File: src/design/page_table_walker_x86_64_assert.svh
// Assertion macros shared by the walker RTL
`ifndef PAGE_TABLE_WALKER_X86_64_ASSERT_SVH
`define PAGE_TABLE_WALKER_X86_64_ASSERT_SVH

// Same-cycle implication, sampled on clk, off during reset
`define PTW_ASSERT_NOW(label, ante, cons, msg) \
	label: assert property (@(posedge clk) disable iff (!arst_n) (ante) |-> (cons)) \
		else $error(msg);

// Next-cycle implication, sampled on clk, off during reset
`define PTW_ASSERT_NEXT(label, ante, cons, msg) \
	label: assert property (@(posedge clk) disable iff (!arst_n) (ante) |=> (cons)) \
		else $error(msg);

`endif

File: src/design/ptw_pkg.sv
package ptw_pkg;

	localparam int PHYS_ADDR_BITS = 52;
	localparam int PA_W = 52;
	localparam int VA_W = 48;
	localparam int ENTRY_W = 64;
	localparam int OFS_W = 30;

	localparam logic [PA_W-1:0] PHYS_MASK = {PA_W{1'b1}} >> (PA_W - PHYS_ADDR_BITS);

	localparam logic OP_TRANSLATE = 1'b0;
	localparam logic OP_ENTRY = 1'b1;

	localparam logic KIND_READ = 1'b0;
	localparam logic KIND_DONE = 1'b1;

	localparam logic [1:0] SIZE_4K = 2'd0;
	localparam logic [1:0] SIZE_2M = 2'd1;
	localparam logic [1:0] SIZE_1G = 2'd2;

	localparam logic [1:0] LVL_PML4 = 2'd0;
	localparam logic [1:0] LVL_PDPT = 2'd1;
	localparam logic [1:0] LVL_PD = 2'd2;
	localparam logic [1:0] LVL_PT = 2'd3;

	localparam int BIT_PRESENT = 0;
	localparam int BIT_LARGE = 7;

	// Classified work handed from front to back: address = base + offset
	typedef struct packed {
		logic             kind;
		logic [PA_W-1:0]  base;
		logic [OFS_W-1:0] offset;
		logic             fault;
		logic [1:0]       page_size;
		logic [1:0]       fault_level;
	} ptw_cmd_t;

	typedef struct packed {
		logic       busy;
		logic [1:0] level;
	} ptw_stat_t;

	// Table index of a virtual address at a given level
	function automatic logic [8:0] level_index(input logic [VA_W-1:0] va,
		input logic [1:0] level);
		logic [8:0] idx;
		case (level)
			LVL_PML4: idx = va[47:39];
			LVL_PDPT: idx = va[38:30];
			LVL_PD:   idx = va[29:21];
			LVL_PT:   idx = va[20:12];
			default:  idx = va[47:39];
		endcase
		return idx;
	endfunction

	// Entry offset in a table, as an address offset
	function automatic logic [OFS_W-1:0] index_offset(input logic [8:0] idx);
		return {{(OFS_W-12){1'b0}}, idx, 3'b000};
	endfunction

endpackage

File: src/design/ptw_if.sv
interface ptw_item_if;
	import ptw_pkg::*;
	logic               valid;
	logic               ready;
	logic               op;
	logic [VA_W-1:0]    virt_addr;
	logic [PA_W-1:0]    table_base;
	logic [ENTRY_W-1:0] entry_data;

	modport source (output valid, op, virt_addr, table_base, entry_data, input ready);
	modport sink (input valid, op, virt_addr, table_base, entry_data, output ready);
endinterface

interface ptw_result_if;
	import ptw_pkg::*;
	logic            valid;
	logic            ready;
	logic            kind;
	logic [PA_W-1:0] read_address;
	logic [PA_W-1:0] phys_addr;
	logic            fault;
	logic [1:0]      page_size;
	logic [1:0]      fault_level;

	modport source (output valid, kind, read_address, phys_addr, fault, page_size,
		fault_level, input ready);
	modport sink (input valid, kind, read_address, phys_addr, fault, page_size,
		fault_level, output ready);
endinterface

interface ptw_cfg_if;
	import ptw_pkg::*;
	logic            valid;
	logic            ready;
	logic [PA_W-1:0] data;

	modport source (output valid, data, input ready);
	modport sink (input valid, data, output ready);
endinterface

File: src/design/page_table_walker_x86_64.sv
// Four-level x86-64 page table walker. Each item transaction is either a
// translate request (op 0) or a page table entry returned by memory (op 1);
// the answer is a read request for the next entry or a finished translation
// with fault, page size and fault level. Translates during a walk and entries
// while idle are accepted and dropped without a result. The block accepts one
// transaction per cycle while its two-entry queue has room; front classifies a kept
// transaction into the queue at the accepting edge, and back adds base and offset
// into the output register when it pops the queue. Sustained throughput is one
// result per cycle while the result channel is not stalled, set by the queue pop
// into the output register. Result stalls fill the queue after two transactions
// and then hold off the item channel. The default root table base is written
// through cfg; the user must do so only while the walker is idle, which the
// block itself does not enforce.
`include "page_table_walker_x86_64_assert.svh"

module page_table_walker_x86_64
	import ptw_pkg::*;
(
	input  logic         clk,
	input  logic         arst_n,
	ptw_item_if.sink     item,
	ptw_result_if.source result,
	ptw_cfg_if.sink      cfg
);

	logic      push;
	logic      q_ready;
	logic      pop;
	logic      q_valid;
	ptw_cmd_t  front_cmd;
	ptw_cmd_t  back_cmd;
	ptw_stat_t stat;

	ptw_front u_front (
		.clk     (clk),
		.arst_n  (arst_n),
		.item    (item),
		.cfg     (cfg),
		.q_ready (q_ready),
		.push    (push),
		.cmd     (front_cmd),
		.stat    (stat)
	);

	ptw_queue u_queue (
		.clk        (clk),
		.arst_n     (arst_n),
		.push       (push),
		.push_cmd   (front_cmd),
		.push_ready (q_ready),
		.pop        (pop),
		.pop_valid  (q_valid),
		.pop_cmd    (back_cmd)
	);

	ptw_back u_back (
		.clk       (clk),
		.arst_n    (arst_n),
		.cmd_valid (q_valid),
		.cmd       (back_cmd),
		.pop       (pop),
		.result    (result)
	);

	// Check walk bookkeeping
	`PTW_ASSERT_NEXT(a_done_goes_idle, push && front_cmd.kind == KIND_DONE, !stat.busy,
		"walker still busy after a finished walk")
	`PTW_ASSERT_NOW(a_idle_level_zero, !stat.busy, stat.level == LVL_PML4,
		"walk level nonzero while idle")
	`PTW_ASSERT_NOW(a_fault_zero_addr, push && front_cmd.fault,
		front_cmd.base == '0 && front_cmd.offset == '0 && front_cmd.page_size == SIZE_4K,
		"fault command carries a nonzero address or size")

endmodule

File: src/design/ptw_front.sv
module ptw_front
	import ptw_pkg::*;
(
	input  logic         clk,
	input  logic         arst_n,
	ptw_item_if.sink     item,
	ptw_cfg_if.sink      cfg,
	input  logic         q_ready,
	output logic         push,
	output ptw_cmd_t     cmd,
	output ptw_stat_t    stat
);

	logic            busy_q;
	logic [1:0]      level_q;
	logic [VA_W-1:0] va_q;
	logic [PA_W-1:0] default_base_q;

	logic            accept;
	logic            keep;
	logic            done;
	logic [PA_W-1:0] root_base;
	logic [PA_W-1:0] frame;
	logic [1:0]      next_level;
	logic [ENTRY_W-1:0] e;

	assign item.ready = q_ready;
	assign cfg.ready = 1'b1;
	assign accept = item.valid && item.ready;
	assign e = item.entry_data;
	assign stat = '{busy: busy_q, level: level_q};

	// Hold the default root table base
	always_ff @(posedge clk or negedge arst_n) begin
		if (!arst_n) begin
			default_base_q <= '0;
		end else if (cfg.valid && cfg.ready) begin
			default_base_q <= cfg.data;
		end
	end

	// Classify the transaction against the walk state
	always_comb begin
		root_base = (item.table_base == '0) ? default_base_q : item.table_base;
		frame = {e[51:12], 12'b0} & PHYS_MASK;
		next_level = level_q + 2'd1;
		keep = 1'b0;
		done = 1'b0;
		cmd = '0;
		if (item.op == OP_TRANSLATE) begin
			keep = !busy_q;
			cmd.kind = KIND_READ;
			cmd.base = root_base;
			cmd.offset = index_offset(level_index(item.virt_addr, LVL_PML4));
		end else begin
			keep = busy_q;
			done = 1'b1;
			cmd.kind = KIND_DONE;
			if (!e[BIT_PRESENT]) begin
				cmd.fault = 1'b1;
				cmd.fault_level = level_q;
			end else if (level_q == LVL_PDPT && e[BIT_LARGE]) begin
				cmd.base = {e[51:30], 30'b0} & PHYS_MASK;
				cmd.offset = va_q[29:0];
				cmd.page_size = SIZE_1G;
			end else if (level_q == LVL_PD && e[BIT_LARGE]) begin
				cmd.base = {e[51:21], 21'b0} & PHYS_MASK;
				cmd.offset = {9'b0, va_q[20:0]};
				cmd.page_size = SIZE_2M;
			end else if (level_q == LVL_PT) begin
				cmd.base = frame;
				cmd.offset = {18'b0, va_q[11:0]};
				cmd.page_size = SIZE_4K;
			end else begin
				done = 1'b0;
				cmd.kind = KIND_READ;
				cmd.base = frame;
				cmd.offset = index_offset(level_index(va_q, next_level));
			end
		end
		push = accept && keep;
	end

	// Advance the walk state
	always_ff @(posedge clk or negedge arst_n) begin
		if (!arst_n) begin
			busy_q <= 1'b0;
			level_q <= LVL_PML4;
			va_q <= '0;
		end else if (push) begin
			if (item.op == OP_TRANSLATE) begin
				busy_q <= 1'b1;
				level_q <= LVL_PML4;
				va_q <= item.virt_addr;
			end else if (done) begin
				busy_q <= 1'b0;
				level_q <= LVL_PML4;
			end else begin
				level_q <= next_level;
			end
		end
	end

endmodule

File: src/design/ptw_queue.sv
module ptw_queue
	import ptw_pkg::*;
(
	input  logic     clk,
	input  logic     arst_n,
	input  logic     push,
	input  ptw_cmd_t push_cmd,
	output logic     push_ready,
	input  logic     pop,
	output logic     pop_valid,
	output ptw_cmd_t pop_cmd
);

	ptw_cmd_t   mem_q [2];
	logic       wr_ptr_q;
	logic       rd_ptr_q;
	logic [1:0] count_q;

	assign push_ready = (count_q != 2'd2);
	assign pop_valid = (count_q != 2'd0);
	assign pop_cmd = mem_q[rd_ptr_q];

	// Store pushed commands
	always_ff @(posedge clk) begin
		if (push) begin
			mem_q[wr_ptr_q] <= push_cmd;
		end
	end

	// Advance pointers and occupancy
	always_ff @(posedge clk or negedge arst_n) begin
		if (!arst_n) begin
			wr_ptr_q <= 1'b0;
			rd_ptr_q <= 1'b0;
			count_q <= 2'd0;
		end else begin
			if (push) begin
				wr_ptr_q <= !wr_ptr_q;
			end
			if (pop) begin
				rd_ptr_q <= !rd_ptr_q;
			end
			case ({push, pop})
				2'b10:   count_q <= count_q + 2'd1;
				2'b01:   count_q <= count_q - 2'd1;
				default: count_q <= count_q;
			endcase
		end
	end

endmodule

File: src/design/ptw_back.sv
module ptw_back
	import ptw_pkg::*;
(
	input  logic        clk,
	input  logic        arst_n,
	input  logic        cmd_valid,
	input  ptw_cmd_t    cmd,
	output logic        pop,
	ptw_result_if.source result
);

	logic            out_valid_q;
	logic            kind_q;
	logic [PA_W-1:0] addr_q;
	logic            fault_q;
	logic [1:0]      page_size_q;
	logic [1:0]      fault_level_q;
	logic [PA_W-1:0] sum;

	assign pop = cmd_valid && (!out_valid_q || result.ready);
	assign sum = (cmd.base + {{(PA_W-OFS_W){1'b0}}, cmd.offset}) & PHYS_MASK;

	// Hold the result until the sink takes it
	always_ff @(posedge clk or negedge arst_n) begin
		if (!arst_n) begin
			out_valid_q <= 1'b0;
		end else if (pop) begin
			out_valid_q <= 1'b1;
		end else if (result.ready) begin
			out_valid_q <= 1'b0;
		end
	end

	// Load the result payload
	always_ff @(posedge clk) begin
		if (pop) begin
			kind_q <= cmd.kind;
			addr_q <= sum;
			fault_q <= cmd.fault;
			page_size_q <= cmd.page_size;
			fault_level_q <= cmd.fault_level;
		end
	end

	assign result.valid = out_valid_q;
	assign result.kind = kind_q;
	assign result.read_address = (kind_q == KIND_READ) ? addr_q : '0;
	assign result.phys_addr = (kind_q == KIND_DONE) ? addr_q : '0;
	assign result.fault = fault_q;
	assign result.page_size = page_size_q;
	assign result.fault_level = fault_level_q;

endmodule

File: src/flat_wrapper.sv
// flat-port wrapper written by rule: the top's interface ports become plain ports
module page_table_walker_x86_64_flat import ptw_pkg::*;
  (clk, arst_n, item_valid, item_op, item_virt_addr, item_table_base, item_entry_data, item_ready, result_valid, result_kind, result_read_address, result_phys_addr, result_fault, result_page_size, result_fault_level, result_ready, cfg_valid, cfg_data, cfg_ready);
  ptw_item_if item_i ();
  ptw_result_if result_i ();
  ptw_cfg_if cfg_i ();
  input  logic clk;
  input  logic arst_n;
  input wire logic [$bits(item_i.valid)-1:0] item_valid;
  input wire logic [$bits(item_i.op)-1:0] item_op;
  input wire logic [$bits(item_i.virt_addr)-1:0] item_virt_addr;
  input wire logic [$bits(item_i.table_base)-1:0] item_table_base;
  input wire logic [$bits(item_i.entry_data)-1:0] item_entry_data;
  output wire logic [$bits(item_i.ready)-1:0] item_ready;
  output wire logic [$bits(result_i.valid)-1:0] result_valid;
  output wire logic [$bits(result_i.kind)-1:0] result_kind;
  output wire logic [$bits(result_i.read_address)-1:0] result_read_address;
  output wire logic [$bits(result_i.phys_addr)-1:0] result_phys_addr;
  output wire logic [$bits(result_i.fault)-1:0] result_fault;
  output wire logic [$bits(result_i.page_size)-1:0] result_page_size;
  output wire logic [$bits(result_i.fault_level)-1:0] result_fault_level;
  input wire logic [$bits(result_i.ready)-1:0] result_ready;
  input wire logic [$bits(cfg_i.valid)-1:0] cfg_valid;
  input wire logic [$bits(cfg_i.data)-1:0] cfg_data;
  output wire logic [$bits(cfg_i.ready)-1:0] cfg_ready;
  assign item_i.valid = item_valid;
  assign item_i.op = item_op;
  assign item_i.virt_addr = item_virt_addr;
  assign item_i.table_base = item_table_base;
  assign item_i.entry_data = item_entry_data;
  assign item_ready = item_i.ready;
  assign result_valid = result_i.valid;
  assign result_kind = result_i.kind;
  assign result_read_address = result_i.read_address;
  assign result_phys_addr = result_i.phys_addr;
  assign result_fault = result_i.fault;
  assign result_page_size = result_i.page_size;
  assign result_fault_level = result_i.fault_level;
  assign result_i.ready = result_ready;
  assign cfg_i.valid = cfg_valid;
  assign cfg_i.data = cfg_data;
  assign cfg_ready = cfg_i.ready;
  page_table_walker_x86_64 u_core (.clk(clk), .arst_n(arst_n), .item(item_i), .result(result_i), .cfg(cfg_i));
endmodule
File: config.mk
export PLATFORM = sky130hd
export DESIGN_NAME = page_table_walker_x86_64_flat
export DESIGN_NICKNAME = d
export VERILOG_FILES = /design/src/design/ptw_pkg.sv /design/src/design/ptw_if.sv /design/src/design/page_table_walker_x86_64.sv /design/src/design/ptw_front.sv /design/src/design/ptw_queue.sv /design/src/design/ptw_back.sv /design/src/flat_wrapper.sv
export VERILOG_INCLUDE_DIRS = /design/src /design/src/design
export SDC_FILE = /design/constraint.sdc
export NUM_CORES = 1
export LEC_CHECK = 0
export BUFFER_PORTS_ARGS = -buffer_cell sky130_fd_sc_hd__buf_2
export CORE_UTILIZATION = 55
export DETAILED_ROUTE_END_ITERATION = 6
export HOLD_SLACK_MARGIN = 0.1
export PLACE_DENSITY_LB_ADDON = 0.1
export REMOVE_ABC_BUFFERS = 1
export SLEW_MARGIN = 40
export SYNTH_ARGS = -nofsm -noshare
export SYNTH_HDL_FRONTEND = slang
export SYNTH_SLANG_ARGS = --single-unit
File: constraint.sdc
create_clock -name clk -period 7.5 [get_ports clk]
set_clock_uncertainty 0.15 [all_clocks]
set_input_delay 0.375 -clock clk [delete_from_list [all_inputs] [get_ports clk]]
set_output_delay 0.375 -clock clk [all_outputs]
set_load 0.005 [all_outputs]
==> qor.yml, run 1 <==
status: "completed"
nets: 1977
stdcell_count: 2134
drt_iter0_drc: 823
max_stage_delay_ns: 0.75
combinationalPowerShare_pct: 39.2
synth.yosys.warnings: 0
dp_cells: 1922
clock_latency_ns: 0.53
path_cells: "buf_12, mux2_2, ha_1, o21ai_0, a21oi_1, a221oi_4, a2111oi_2, o21ai_1, a21oi_2, nand3_1, xor2_1"
grt_pass1_wl_um: 64300
vias_per_cell: 5.57
fin_crit_sh_pct: 57.8
drv_slew: 0
ir_worst_vdd_v: 0.000275
clk_pin_slew_ns: 0.06
hpwl_um: 27000
path_max_fanout: 35
post-place-ws_ns: 3.20
synth_ff_type: "edfxtp_1"
p_leak_nw: 8.35
netlist_area_um2: 16100
tritoncts: "done"
grt_overflow: 0
grt_pass1_vias: 11963
met1_length_um: 18000
area_delta_synth_final_pct: 29.0
pin_count: 335
coreArea_um2: 28700
rsz0062_at_grt: "no"
antenna_found_initial: 3
routed.top_layer: "met4"
grt_max_degree: 69
nFillCells: 2019
synthCells: 1279
path_class: "register to register"
post-route-drc-count: 0
die_x_um: 173
fin_crit_ns: 4.34
drive_above_1_share_pct: 32.3
floorplan.initialDensity_pct: 56.0
fmax_mhz: 231
wl_met2_um: 19700
setup_violations: 0
setup_tns_ns: 0
ctsLongestPathBuffers: 3
ant_nets: 0
pwr-share-seq_pct: 37.2
maxCapViolations: 0
p_int_mw: 5.23
timing_hold_violations_final: 0
fin_util_pct: 72.3
grt_use_total_pct: 27.9
hold_ws_ns: 0.105
cts_setup_buffers: 0
die_area_um2: 29900
p_switching_mw: 2.72
swShare_pct: 34.2
firstDrtPassIters: 7
crit_slowest_cell: "dfrtp_4"
max_slew_margin_pct: 44.3
synth_cell_types: 62
hold_class: "input pin to register"
worstMarginPinSlew_ns: 0.834
h-tree-depth: 2
routabilityCongestion: 0.857
worstPathRequired_ns: 7.62
postRouteWirelength_um: 41600
rows: 62
synth_edf_count: 234
yosysSeqAreaShare_pct: 59.1
syn_avg_cell_area_um2: 12.6
cts_root_buf: "clkbuf_16"
crit_arrival_ns: 4.46
wl_per_cell_um: 19.5
cp-start-kind: "register"
dr_wl_met3_um: 2560
pwr-share-clk_pct: 23.7
vias: 11892
setup_slack_ns: 3.16
dieHeight_um: 173
crit_path_end_kind: "register"
portBuffers: 311
cts.sinks: 333
synth-seq-cells: 333
powerDensity_nw_per_um2: 383
synthArstFlopShare_pct: 29.7
cts_buffers: 36
final timing paths:
path | from | endpoint | slack (ns) | cells past startpoint
setup / recovery | u_core.u_queue.rd_ptr_q | u_core.u_back.addr_q[51] | 3.16 | 11
hold / removal | item_table_base[9] | u_core.u_queue.mem_q[0][44] | 0.10 | 3
setup reg to reg | u_core.u_queue.rd_ptr_q | u_core.u_back.addr_q[51] | 3.16 | 11
hold reg to reg | u_core.u_queue.count_q[1] | u_core.u_queue.count_q[1] | 0.35 | 1
max in group asynchronous | arst_n | u_core.u_queue.rd_ptr_q | 5.87 | 3
min in group asynchronous | arst_n | u_core.u_front.va_q[6] | 0.26 | 2
power groups by stage:
stage | Combinational (mW) | Sequential [mW] | Clock [mW]
finish | 3.11 | 2.95 | 1.88
global route | 3.41 | 3.00 | 1.98
CTS | 3.09 | 2.95 | 1.91
detailed placement | 3.01 | 2.98 | 0
global placement | 2.88 | 3.01 | 0
floorplan | 2.03 | 2.98 | 0
area by class of cell:
class                           instances  area [um^2]  area share (%)
Clock buffer                           47         1000            4.84
Inverter                               25         93.8           0.452
Timing Repair Buffer                  472         3160            15.2
Sequential cell                       333         9510            45.8
Tap cell                              384          480            2.32
Antenna cell                            3         7.51          0.0362
Multi-Input combinational cell        851         6230            30.0
Clock inverter                         19          262            1.26
synthesized netlist by cell type, drive strengths merged, types with 19 or more instances:
| cell type | number | area share [%] |
|---|---|---|
| inv | 25 | 0.58 |
| edfxtp | 234 | 44 |
| xnor2 | 33 | 1.8 |
| nor2b | 73 | 2.8 |
| o21ai | 75 | 2.3 |
| mux2 | 155 | 11 |
| xor2 | 20 | 1.1 |
| dfrtp | 99 | 15 |
| a21oi | 98 | 3.1 |
| ha | 35 | 2.7 |
| nor2 | 48 | 1.1 |
| nand2 | 80 | 1.9 |
| and2 | 76 | 3.0 |
| clkbuf | 51 | 1.2 |
| buf | 19 | 0.58 |
metal layers:
metal | GRT usage [%] | vias to the layer above
li1 | - | 5585
met1 | 37.7 | 5740
met2 | 45.6 | 484
met3 | 4.07 | 83
met4 | 11.2 | 0
met5 | 0 | -
worst max-delay path: cells and delay by family, from the launching register on:
| family | cells | cell delay [ns] |
|---|---|---|
| simple gates | 1 | 0.19 |
| fa+ha+maj | 1 | 0.37 |
| xor+xnor | 1 | 0.18 |
| compound gates | 6 | 1.71 |
| buf+inv | 1 | 0.29 |
| flops | 1 | 0.75 |
| mux | 1 | 0.38 |
sequential cells by signal, summed over array words and instances, names as in the netlist, 2 cells and up:
signal and flops:
u_core.u_front.default_base_q 52, u_core.u_queue.count_q 2, u_core.u_back.addr_q 52, u_core.u_front.level_q 2
u_core.u_queue.mem_q 176, u_core.u_back.result.fault_level 2, u_core.u_back.result.page_size 2, u_core.u_front.va_q 39
metrics by stage:
step                area, um^2  total power, mW
finish                   20700             7.95
global route             20700             8.39
CTS                      20700             7.95
detailed placement       18000             5.98
global placement         18000             5.89
floorplan                15800             5.01
cells in the final DEF (no fill, tap or decap), drive strengths merged, types with 9 or more instances in the layout:
| cell | netlist | routed |
|---|---|---|
| a21o | 10 | 10 |
| a21oi | 98 | 98 |
| a222oi | 9 | 9 |
| a32oi | 11 | 11 |
| and2 | 76 | 76 |
| buf | 19 | 329 |
| clkbuf | 51 | 47 |
| clkinv | 0 | 9 |
| dfrtp | 99 | 99 |
| dlygate4sd3 | 0 | 143 |
| edfxtp | 234 | 234 |
| ha | 35 | 35 |
| inv | 25 | 27 |
| mux2 | 155 | 155 |
| mux2i | 9 | 9 |
| nand2 | 80 | 80 |
| nand3 | 9 | 9 |
| nand4 | 11 | 11 |
| nor2 | 48 | 48 |
| nor2b | 73 | 73 |
| nor3 | 9 | 9 |
| nor4 | 14 | 14 |
| o21ai | 75 | 75 |
| o22ai | 10 | 10 |
| xnor2 | 33 | 33 |
| xor2 | 20 | 20 |
timing repair:
action | CTS | global route
endpoints found under the hold margin | 233 | 0
hold buffers | 143 | 0
setup endpoints to repair | 0 | 0
resized for setup | 0 | 0
cells by family after synthesis:
logic type                 synth area share, %
buffers and inverters                     2.35
xor gates and xnor gates                  2.89
adders and majority gates                 2.85
DFF                                       59.1
and+or+nand+nor                           11.4
muxes                                     11.4
other                                   0.0233
AOI/OAI and AO/OA                         9.96
Note: power is estimated with default switching activity, not from simulation.
==> run 2, diff against run 1 <==
--- a/config.mk
+++ b/config.mk
@@ -6,8 +6,9 @@
 export SDC_FILE = /design/constraint.sdc
 export NUM_CORES = 1
 export LEC_CHECK = 0
+export ABC_AREA = 1
 export BUFFER_PORTS_ARGS = -buffer_cell sky130_fd_sc_hd__buf_2
-export CORE_UTILIZATION = 55
+export CORE_UTILIZATION = 51
 export DETAILED_ROUTE_END_ITERATION = 6
 export HOLD_SLACK_MARGIN = 0.1
 export PLACE_DENSITY_LB_ADDON = 0.1
==> constraint.sdc (replaced) <==
create_clock -name clk -period 3.55 [get_ports clk]
set_clock_uncertainty 0.15 [all_clocks]
set_input_delay 0.1775 -clock clk [delete_from_list [all_inputs] [get_ports clk]]
set_output_delay 0.1775 -clock clk [all_outputs]
set_load 0.005 [all_outputs]
==> run 2 against run 1 <==
  * Synthesized cell count increased by 87%
  * Largest cell class unchanged
  * Worst setup slack got worse by 2.7 ns
  * Wire length increased by 27%
  * Critical endpoint is now u_core.u_back.addr_q[39]
  * Worst hold slack improved by 0.020 ns
  * Critical path depth increased by 3
  * Final area increased by 16%
  * Highest routed layer unchanged
  * Global-route usage increased by 0.99 points
  * Sequential share of layout area decreased by 6.3 points
  * Synthesized area increased by 14%
  * Combinational power increased to 2.7 times the previous value
  * Core utilization decreased by 4.7 points
  * The flow now finishes with violations (design-rule violations)
  * Final cell count increased by 60%
==> qor.yml, run 2 <==
yosys.area.top_type: "edfxtp_1"  # unchanged
cts_root_buf: "clkbuf_16"  # unchanged
hpwl_um: 35300  # was 27000 um
path_max_fanout: 69  # was 35
timing_hold_violations_final: 0  # unchanged
cts.sinks: 333  # unchanged
crit_arrival_ns: 3.18  # was 4.46 ns
yosysSeqAreaShare_pct: 51.7  # was 59.1%
synth_edf_count: 234  # unchanged
synth_ff_type: "edfxtp_1"  # unchanged
rsz0062_at_grt: "no"  # unchanged
ys_top_cells_by_count: "nand2_1 (978), inv_1 (403), edfxtp_1 (234)"  # was edfxtp_1 (234), mux2_2 (155), dfrtp_1 (99)
post-place-ws_ns: 0.570  # was 3.20 ns
regMostFlops: "u_core.u_queue.mem_q"  # unchanged
powerDensity_nw_per_um2: 759  # was 383 nW/um^2
drv_slew: 0  # unchanged
dieHeight_um: 192  # was 173 um
max_stage_delay_ns: 0.43  # was 0.75 ns
vias_per_cell: 5.02  # was 5.57
ctsLongestPathBuffers: 3  # unchanged
setup_violations: 0  # unchanged
largest_reg_flops: 176  # unchanged
syn_avg_cell_area_um2: 7.71  # was 12.6 um^2
hold_class: "input pin to asynchronous set/reset pin"  # was input pin to register
portBuffers: 311  # unchanged
clock_latency_ns: 0.52  # was 0.53 ns
floorplan.initialDensity_pct: 51.7  # was 56.0%
drive_above_1_share_pct: 14.8  # was 32.3%
firstDrtPassIters: 7  # unchanged
synthArstFlopShare_pct: 29.7  # unchanged
ant_nets: 0  # unchanged
hold_buffers: 239  # was 143
cts_setup_buffers: 0  # unchanged
tritoncts: "done"  # unchanged
clk_pin_slew_ns: 0.06  # about the same
crit_top_cell: "nand2_1"
coreArea_um2: 35600  # was 28700 um^2
dp_cells: 3098  # was 1922
final_common_cell: "nand2_1"  # was buf_2
synth-seq-cells: 333  # unchanged
grt_pass1_wl_um: 82200  # was 64300 um
cp-start-kind: "register"  # unchanged
die_x_um: 192  # was 173 um
grt_pass1_vias: 15990  # was 12.0k
path_cells: "inv_2, buf_12, nand2_1, nand2_1, ha_1, nand2_1, nor2_1, nand2_1, nor3_1, nand2_1, nand2_1, nand2_1, nand2_1, nand2_1"  # was buf_12, mux2_2, ha_1, o21ai_0, a21oi_1, a221oi_4, a2111oi_2, o21ai_1, a21oi_2, nand3_1, xor2_1
synth_area_leaders: "edfxtp_1 (38%), nand2_1 (20%), dfrtp_1 (13%)"  # was edfxtp_1 (44%), dfrtp_1 (15%), mux2_2 (11%)
nets: 3172  # was 1977
worstMarginPinSlew_ns: 0.757  # was 0.834 ns
layout_common_cells: "nand2_1 (978), inv_1 (403), buf_2 (309)"  # was buf_2 (310), edfxtp_1 (234), mux2_2 (155)
fin_crit_sh_pct: 86.5  # was 57.8%
fin_crit_ns: 3.07  # was 4.34 ns
vias: 17081  # was 11.9k
pin_count: 335  # unchanged
post-route-drc-count: 4  # was 0
synth.top_cell.area_share_pct: 38.2  # was 43.7%
path_delay_family: "simple AND/OR/NAND/NOR gates"  # was compound AO/OA/AOI/OAI gates
fmax_mhz: 326  # was 231 MHz
synth_cell_types: 37  # was 62
routabilityCongestion: 0.888  # was 0.857
stdcell_count: 3404  # was 2134
netlist_area_um2: 18400  # was 16100 um^2
wl_per_cell_um: 15.6  # was 19.5 um
area_delta_synth_final_pct: 30.6  # was 29.0%
ir_worst_vdd_v: 0.000838  # was 0.000275 V
p_leak_nw: 12.5  # was 8.35 nW
h-tree-depth: 2  # unchanged
path_class: "register to register"  # unchanged
postRouteWirelength_um: 53000  # was 41600 um
maxCapViolations: 0  # unchanged
worstPathRequired_ns: 3.66  # was 7.62 ns
grt_use_total_pct: 28.9  # was 27.9%
setup_slack_ns: 0.481  # was 3.16 ns
crit_path_end_kind: "register"  # unchanged
nFillCells: 2893  # was 2019
status: "finished with violations"  # was completed
cts_buffers: 36  # unchanged
violations: "design-rule violations"
rows: 69  # was 62
antenna_found_initial: 1  # was 3
path_buf_inv: 2  # was 1
die_area_um2: 36800  # was 29900 um^2
postCtsResizedCells: 0  # unchanged
synthMostInstantiatedCell: "nand2_1"  # was edfxtp_1
synthCells: 2386  # was 1279
grt_max_degree: 93  # was 69
grt_overflow: 0  # unchanged
reg_top3: "u_core.u_queue.mem_q (176), u_core.u_back.addr_q (52), u_core.u_front.default_base_q (52)"  # unchanged
drt_iter0_drc: 1138  # was 823
max_slew_margin_pct: 49.5  # was 44.3%
crit_slowest_cell: "dfrtp_2"  # was dfrtp_4
synth.yosys.warnings: 0  # unchanged
setup_tns_ns: 0  # unchanged
==> run 2: per-layer routing <==
layer  part of all wire [%]  track usage (%)  vias up  routed length (um)
li1                       -                -     8423                   -
met1                     43             38.9     7812               22700
met2                     47             48.5      731               25100
met3                    7.2             4.02      115                3840
met4                    2.7             8.46        0                1420
met5                      0                0        -                   0
==> run 2: where the power goes <==
| part | total [mW] | switching, mW | internal [mW] |
|---|---|---|---|
| Sequential | 6.11 | 0.469 | 5.64 |
| Combinational | 8.49 | 5.56 | 2.93 |
| Clock | 3.64 | 1.49 | 2.15 |
==> run 2: worst paths after layout <==
path | start | end | slack, ns | cells past startpoint
setup reg to reg | u_core.u_queue.rd_ptr_q | u_core.u_back.addr_q[39] | 0.48 | 14
max in group asynchronous | arst_n | u_core.u_queue.rd_ptr_q | 2.33 | 3
hold / removal | arst_n | u_core.u_queue.count_q[0] | 0.12 | 2
setup / recovery | u_core.u_queue.rd_ptr_q | u_core.u_back.addr_q[39] | 0.48 | 14
min in group clk | item_op | u_core.u_front.busy_q | 0.18 | 4
hold reg to reg | u_core.u_front.va_q[4] | u_core.u_front.va_q[4] | 0.32 | 2
==> run 2: layout make-up <==
| type | count | area (um^2) | share of cell area, % |
|---|---|---|---|
| tap | 461 | 577 | 2.40 |
| clock inverter | 9 | 82.6 | 0.344 |
| antenna | 1 | 2.50 | 0.0104 |
| multi-input combinational | 1561 | 7040 | 29.3 |
| sequential | 333 | 9510 | 39.6 |
| timing repair buffer | 573 | 4210 | 17.5 |
| clock buffer | 57 | 1070 | 4.46 |
| inverter | 409 | 1540 | 6.39 |
==> run 2: cells by family after synthesis <==
family	count (synthesis)	synth area share, %
compound gates	131	3.81
xor+xnor	33	1.57
fa+ha+maj	36	2.49
buf+inv	492	10.3
flops	333	51.7
mux	12	0.735
other cells	1	0.0204
simple gates	1348	29.4
==> run 2: per-stage QoR <==
step | hold slack [ns] | power (mW) | cell area, um^2 | utilization, %
global placement | 0.233 | 14.3 | 20500 | 57.5
detailed placement | 0.135 | 14.4 | 20500 | 57.6
global route | 0.178 | 19.7 | 24000 | 67.6
CTS | 0.114 | 18.3 | 24000 | 67.5
finish | 0.125 | 18.2 | 24000 | 67.6
floorplan | -0.268 | 11.4 | 18000 | -
==> run 3, diff against run 2 <==
--- a/config.mk
+++ b/config.mk
@@ -12,6 +12,7 @@
 export DETAILED_ROUTE_END_ITERATION = 6
 export HOLD_SLACK_MARGIN = 0.1
 export PLACE_DENSITY_LB_ADDON = 0.1
+export RECOVER_POWER = 100
 export REMOVE_ABC_BUFFERS = 1
 export SLEW_MARGIN = 40
 export SYNTH_ARGS = -nofsm -noshare
==> run 3 against run 2 <==
  * The flow finishes with violations (design-rule violations, max-capacitance violations, max-slew violations)
  * Final area decreased by 0.92%
  * Clock power about the same
  * Final cell count unchanged
  * Core utilization decreased by 0.62 points
  * Flip-flop and latch count unchanged
  * Worst hold slack improved by 0.060 ns
  * Die area is the same
  * Global-route usage did not move
  * Power down 0.88%
  * Highest routed layer unchanged
==> qor.yml, run 3 (same netlist as run 2, synthesis figures left out) <==
routabilityCongestion: 0.888  # unchanged
p_int_mw: 10.6  # was 10.7 mW
setup_slack_ns: 0.382  # was 0.481 ns
regMostFlops: "u_core.u_queue.mem_q"  # unchanged
area_delta_synth_final_pct: 29.4  # was 30.6%
maxCapViolations: 4  # was 0
vias: 17069  # about the same
largest_reg_flops: 176  # unchanged
violations: "design-rule violations, max-capacitance violations, max-slew violations"  # was design-rule violations
coreArea_um2: 35600  # unchanged
nets: 3172  # unchanged
clock_latency_ns: 0.53  # was 0.52 ns
pwr-share-clk_pct: 20.1  # was 20.0%
die_x_um: 192  # unchanged
floorplan.initialDensity_pct: 51.7  # unchanged
reg_top3: "u_core.u_queue.mem_q (176), u_core.u_back.addr_q (52), u_core.u_front.default_base_q (52)"  # unchanged
powerDensity_nw_per_um2: 759  # about the same
p_switching_mw: 7.52  # about the same
hold_ws_ns: 0.185  # was 0.125 ns
clk_pin_slew_ns: 0.06  # about the same
cts.sinks: 333  # unchanged
worstMarginPinSlew_ns: 2.18  # was 0.757 ns
layout_common_cells: "nand2_1 (978), inv_1 (405), dlygate4sd3_1 (239)"  # was nand2_1 (978), inv_1 (403), buf_2 (309)
cts_buffers: 36  # unchanged
grt_pass1_wl_um: 82200  # unchanged
grt_pass1_vias: 15990  # unchanged
wl_per_cell_um: 15.6  # about the same
r2r_cells: 7  # was 14
path_max_fanout: 48  # was 69
drv_slew: 284  # was 0
postCtsResizedCells: 0  # unchanged
hold_depth: 2
setup_tns_ns: 0  # unchanged
hold_class: "input pin to register"  # was input pin to asynchronous set/reset pin
ir_worst_vdd_v: 0.000816  # was 0.000838 V
max_slew_margin_pct: -45.0  # was 49.5%
pwr-share-seq_pct: 33.9  # was 33.5%
grt_max_degree: 93  # unchanged
crit_arrival_ns: 3.43  # was 3.18 ns
status: "finished with violations"  # unchanged
fin_crit_sh_pct: 89.3  # was 86.5%
ctsLongestPathBuffers: 3  # unchanged
postRouteWirelength_um: 53200  # was 53000 um
cp-start-kind: "register"  # unchanged
post-place-ws_ns: 0.570  # unchanged
antenna_found_initial: 1  # unchanged
crit_path_end_kind: "register"  # unchanged
vias_per_cell: 5.01  # was 5.02
path_class: "register to register"  # unchanged
hpwl_um: 35300  # unchanged
pin_count: 335  # unchanged
die_area_um2: 36800  # unchanged
fin_crit_ns: 3.17  # was 3.07 ns
rsz0062_at_grt: "no"  # unchanged
ant_nets: 0  # unchanged
firstDrtPassIters: 7  # unchanged
worstPathRequired_ns: 3.81  # was 3.66 ns
p_leak_nw: 12.1  # was 12.5 nW
drive_above_1_share_pct: 11.1  # was 14.8%
grt_overflow: 0  # unchanged
h-tree-depth: 2  # unchanged
tritoncts: "done"  # unchanged
grt_use_total_pct: 28.9  # unchanged
setup_violations: 0  # unchanged
swShare_pct: 41.6  # was 41.2%
dieHeight_um: 192  # unchanged
rows: 69  # unchanged
portBuffers: 311  # unchanged
cts_root_buf: "clkbuf_16"  # unchanged
drt_iter0_drc: 1127  # was 1138
combinationalPowerShare_pct: 45.9  # was 46.5%
post-route-drc-count: 1  # was 4
timing_hold_violations_final: 0  # unchanged
final_common_cell: "nand2_1"  # unchanged
fmax_mhz: 316  # was 326 MHz
## run 3: cell types whose count changed in the layout (fill, tap and decap cells not counted), sizes merged
| cell | delta |
|---|---|
| clkbuf | +109 |
| buf | -109 |
## run 3: power by group through the flow
stage / clock, mW / combinational [mW] / sequential [mW]
global route: 3.85 / 9.43 / 6.25
finish: 3.64 / 8.30 / 6.13
global placement: 0 / 8.11 / 6.14
CTS: 3.70 / 8.45 / 6.11
floorplan: 0 / 5.12 / 6.33
detailed placement: 0 / 8.19 / 6.18
## run 3: path summary, 6_finish.rpt
| check | startpoint | end | slack [ns] |
|---|---|---|---|
| worst max-delay path | u_core.u_queue.count_q[0] | u_core.u_front.va_q[22] | 0.38 |
| max in group asynchronous | arst_n | u_core.u_queue.rd_ptr_q | 0.99 |
| worst max register to register | u_core.u_queue.count_q[0] | u_core.u_front.va_q[22] | 0.38 |
| worst min register to register | u_core.u_front.va_q[9] | u_core.u_front.va_q[9] | 0.32 |
| min in group asynchronous | arst_n | u_core.u_queue.count_q[1] | 0.69 |
| worst min-delay path | cfg_valid | u_core.u_front.default_base_q[5] | 0.18 |
## run 3: worst max-delay path, stage by stage (launching register included)
cell and delay, ns:
dfrtp_1 0.39, inv_1 0.10, nand2_1 0.11, nand2_1 0.10, nor3_4 0.13, clkbuf_1 1.55, nand2_1 0.35, o21ai_0 0.18
## run 3: layout make-up
| type | instances | area [um^2] |
|---|---|---|
| antenna | 1 | 2.50 |
| clock buffer | 57 | 1070 |
| clock inverter | 9 | 82.6 |
| fill | 2982 | 11800 |
| inverter | 409 | 1540 |
| multi-input combinational | 1561 | 7030 |
| sequential | 333 | 9510 |
| tap | 461 | 577 |
| timing repair buffer | 573 | 4000 |
## run 3: per-layer routing
layer	GRT usage, %	wire length, um	up-vias
li1	-	-	8423
met1	38.9	22900	7792
met2	48.5	24900	734
met3	4.02	3900	120
met4	8.46	1480	0
met5	0	0	-
## run 3: metrics by stage
stage / power (mW) / utilization (%) / instance area, um^2 / cells
floorplan: 11.4 / - / 18000 / 2303
global placement: 14.3 / 57.5 / 20500 / 3098
detailed placement: 14.4 / 57.6 / 20500 / 3098
CTS: 18.3 / 67.5 / 24000 / 3403
global route: 19.5 / 66.9 / 23800 / 3404
finish: 18.1 / 66.9 / 23800 / 3404
## run 3: timing repair
item,in CTS,in global routing
hold buffers,239,0
hold endpoints to repair,327,0
endpoints found under the setup margin,0,0
setup buffers,0,0
